### src/rtl/aescbc_ram.sv
module aescbc_ram #(
  parameter int WIDTH = 128,
  parameter int DEPTH = 15
) (
  input  logic                     clk,
  input  logic                     we,
  input  logic [$clog2(DEPTH)-1:0] waddr,
  input  logic [WIDTH-1:0]         wdata,
  input  logic [$clog2(DEPTH)-1:0] raddr,
  output logic [WIDTH-1:0]         rdata
);

  logic [WIDTH-1:0] mem [DEPTH];

  always_ff @(posedge clk) begin
    if (we) begin
      mem[waddr] <= wdata;
    end
    rdata <= mem[raddr];
  end

endmodule

### config.mk
export PLATFORM = sky130hd
export DESIGN_NAME = aescbc_ram
export DESIGN_NICKNAME = d
export VERILOG_FILES = /design/src/rtl/aescbc_ram.sv
export SDC_FILE = /design/constraint.sdc
export NUM_CORES = 2
export LEC_CHECK = 0
export ABC_CLOCK_PERIOD_IN_PS = 14400
export BUFFER_PORTS_ARGS = -buffer_cell sky130_fd_sc_hd__buf_2
export CAP_MARGIN = 15
export CORE_MARGIN = 10
export CORE_UTILIZATION = 35
export CTS_CLUSTER_SIZE = 40
export DETAILED_ROUTE_END_ITERATION = 10
export PLACE_DENSITY = 0.61
export SYNTH_ARGS = -nofsm -noshare
export SYNTH_HDL_FRONTEND = slang
export SYNTH_SLANG_ARGS = --single-unit
### constraint.sdc
create_clock -name clk -period 14.4 [get_ports clk]
set_input_delay 0.72 -clock clk [delete_from_list [all_inputs] [get_ports clk]]
set_output_delay 0.72 -clock clk [all_outputs]
set_load 0.05 [all_outputs]
==> impl_metrics.yaml <==
grt:
  grt_pass1_vias: 38140
  grt_first_pass_wirelength_um: 276300
  antenna_found_initial: 69
  grt_overflow: 0
  grt_max_degree: 116
  grt_usage: 0.1599
critical_path:
  cpPeakStageDelay_ps: 880
  arrival_ps: 4210
  critPathSlowestCell: "buf_4"
  cp-start-kind: "input port"
  end_kind: "flip-flop"
  path_class: "in -> reg"
  worstPathCellList: "buf_8 > buf_12 > buf_4 > mux4_2 > a22oi_1 > o211ai_1"
  crit_fanout: 115
  required_ps: 15060
route:
  first_pass_iters: 6
  wirelength_um: 192600
  drtAntennaViolNets: 0
  avgRoutedWirePerCell_um: 27.32
  drt_iter0_drc: 3369
  drc: 0
  vias_per_cell: 5.243
  dr_total_vias: 36960
clock_tree:
  clock_sinks: 2048
  post-cts-setup-buffer-count: 0
  clk_root_buffer_cell: "clkbuf_16"
  clockBufferDepth: 3
  post_cts_resized: 0
  cts_buffers: 205
  cts_tree: "done"
  holdBufCountCts: 0
  clock_insertion_delay_worst_skew_ps: 840
  clock_tree.htree_level_count: 4
  clkSlewWorstSetupHoldPaths_ps: 60
power:
  swShare: 0.2234
  power_density_nw_per_um2: 146.3
  ir_worst_vdd_uv: 117.1
  comb_power_share: 0.059
  p_int_mw: 9.880
  clkPwrFrac: 0.412
  p_leak_nw: 28.40
  p_seq_frac: 0.528
  totalPowerFinal_mw: 12.72
  p_sw_mw: 2.842
floorplan:
  die_area_um2: 235200
  core_area_um2: 214800
  fp-row-count: 170
  die_y_um: 484.9
  initial_core_util: 0.3522
  io_pins: 266
  fp.dieW_um: 484.9
sta:
  setup_violations: 0
  fin_ws_ps: 10850
  finalMaxSlewViolations: 0
  worstMarginPinSlew_ps: 1182
  tns_ps: 0
  timing.hold.ws_ps: 223.5
  skew_ps: 40.94
  max_freq_mhz: 281.9
  rsz0062_at_grt: "false"
  max-slew-margin-rel: 0.2122
  hold_viol: 0
  min_period_over_period: 0.2464
  fin_crit_ps: 3548
outcome:
  status: "finished, final reports clean"
cells_and_area:
  nNetsFinal: 4159
  layout-area-overhead-vs-synth_pct: 14.92
  drive_gt1_frac: 0.2218
  final.fill_count: 19040
  utilization: 0.4047
place:
  place.gp.congestion: 0.7061
  io_buffer_count: 265
  pre_cts_ws_ps: 10020
  dp.final_hpwl_um: 97970
synth:
  syn_area_per_cell_um2: 20.55
  yosys_warnings: 0
  async_reset_ff_frac: 0
  syn_area_um2: 75660
  synthDistinctLibCells: 31
  synth_common_cells: "edfxtp_1, mux2i_1, mux4_2, nand2_1"
  ys_seq_area_frac: 0.7959
  synth_top_cells_by_area: "edfxtp_1, mux4_2, mux2i_1"
  synth_top_area_share: 0.7620
  syn-num-nets: 3820
  synth.most_common_cell: "edfxtp_1"
  syn_inst: 3682
  synth_edf_count: 1920
  ys_seq_elements: 2048
  synth_top_cell_by_area: "edfxtp_1"
  ys_dominant_reg_cell: "edfxtp_1"
job:
  maxCapViolCount: 0
min_path:
  min_path_type: "in -> reg"
## area by class of cell
class	count	area [um2]	area share
Clock inverter	81	978.4	0.01125
Inverter	3	18.77	0.0002159
Clock buffer	302	5734	0.06595
Sequential cell	2048	60220	0.6926
Tap cell	2838	3551	0.04084
Antenna cell	15	37.54	0.0004317
Multi-Input combinational cell	1424	14370	0.1653
Timing Repair Buffer	339	2037	0.02343
## power groups by stage
| stage | clock [mW] | sequential, mW | combinational, mW |
|---|---|---|---|
| after detailed placement | 0 | 6.85 | 0.767 |
| after global routing | 5.60 | 6.73 | 0.807 |
| after global placement | 0 | 6.85 | 0.757 |
| after floorplan | 0 | 6.98 | 0.340 |
| final | 5.25 | 6.72 | 0.752 |
| after CTS | 5.36 | 6.73 | 0.768 |
## final timing paths
kind	from	endpoint	slack, ps	cells after the start
setup / recovery	raddr[0]	rdata[119]	10850	6
hold / removal	wdata[107]	mem[7][107]	220	1
setup reg to reg	mem[5][121]	rdata[121]	12820	3
hold reg to reg	mem[14][23]	rdata[23]	560	2
## registers in the layout, summed over array words and instances (netlist names)
| signal | flops |
|---|---|
| rdata | 128 |
| mem | 1920 |
## cells by family (layout without fill, tap and decap cells)
| logic type | after synthesis | in the layout | share of synthesized area |
|---|---|---|---|
| mux | 628 | 628 | 0.1274 |
| buf+inv | 210 | 725 | 0.01599 |
| compound gates | 500 | 500 | 0.04154 |
| flops | 2048 | 2048 | 0.7959 |
| simple gates | 296 | 296 | 0.01915 |
| other cells | 0 | 15 | 0 |
## layer usage
metal | vias up | GRT usage | part of all wire
met1 | 19620 | 0.2088 | 0.41
met5 | - | 0 | 0.0016
li1 | 15790 | - | -
met3 | 344 | 0.03404 | 0.061
met4 | 46 | 0.04537 | 0.026
met2 | 1157 | 0.2694 | 0.50
## critical path: cells and delay by family
family          cells  cell delay [ps]
mux                 1              600
buf+inv             3             2250
compound gates      2              330
## metrics by stage
| step | cells | cell area [um2] |
|---|---|---|
| floorplan | 3682 | 75660 |
| CTS | 7035 | 86910 |
| detailed placement | 6652 | 80200 |
| finish | 7050 | 86950 |
| global placement | 6651 | 80180 |
| global route | 7044 | 86930 |
## layout by cell type, fill, tap and decap left out, drive strengths merged, types with 3 or more instances in the layout
master	count
a21oi	12
dfxtp	128
o22ai	116
o21ai	116
nand2	130
bufinv	12
a31oi	116
edfxtp	1920
mux4	268
clkbuf	302
inv	10
nor3	4
a22oi	128
diode	15
nor2	32
clkinvlp	3
mux2i	360
o211ai	12
buf	339
clkinv	59
nand2b	122
No activity file was read; power rests on OpenSTA's default activity.
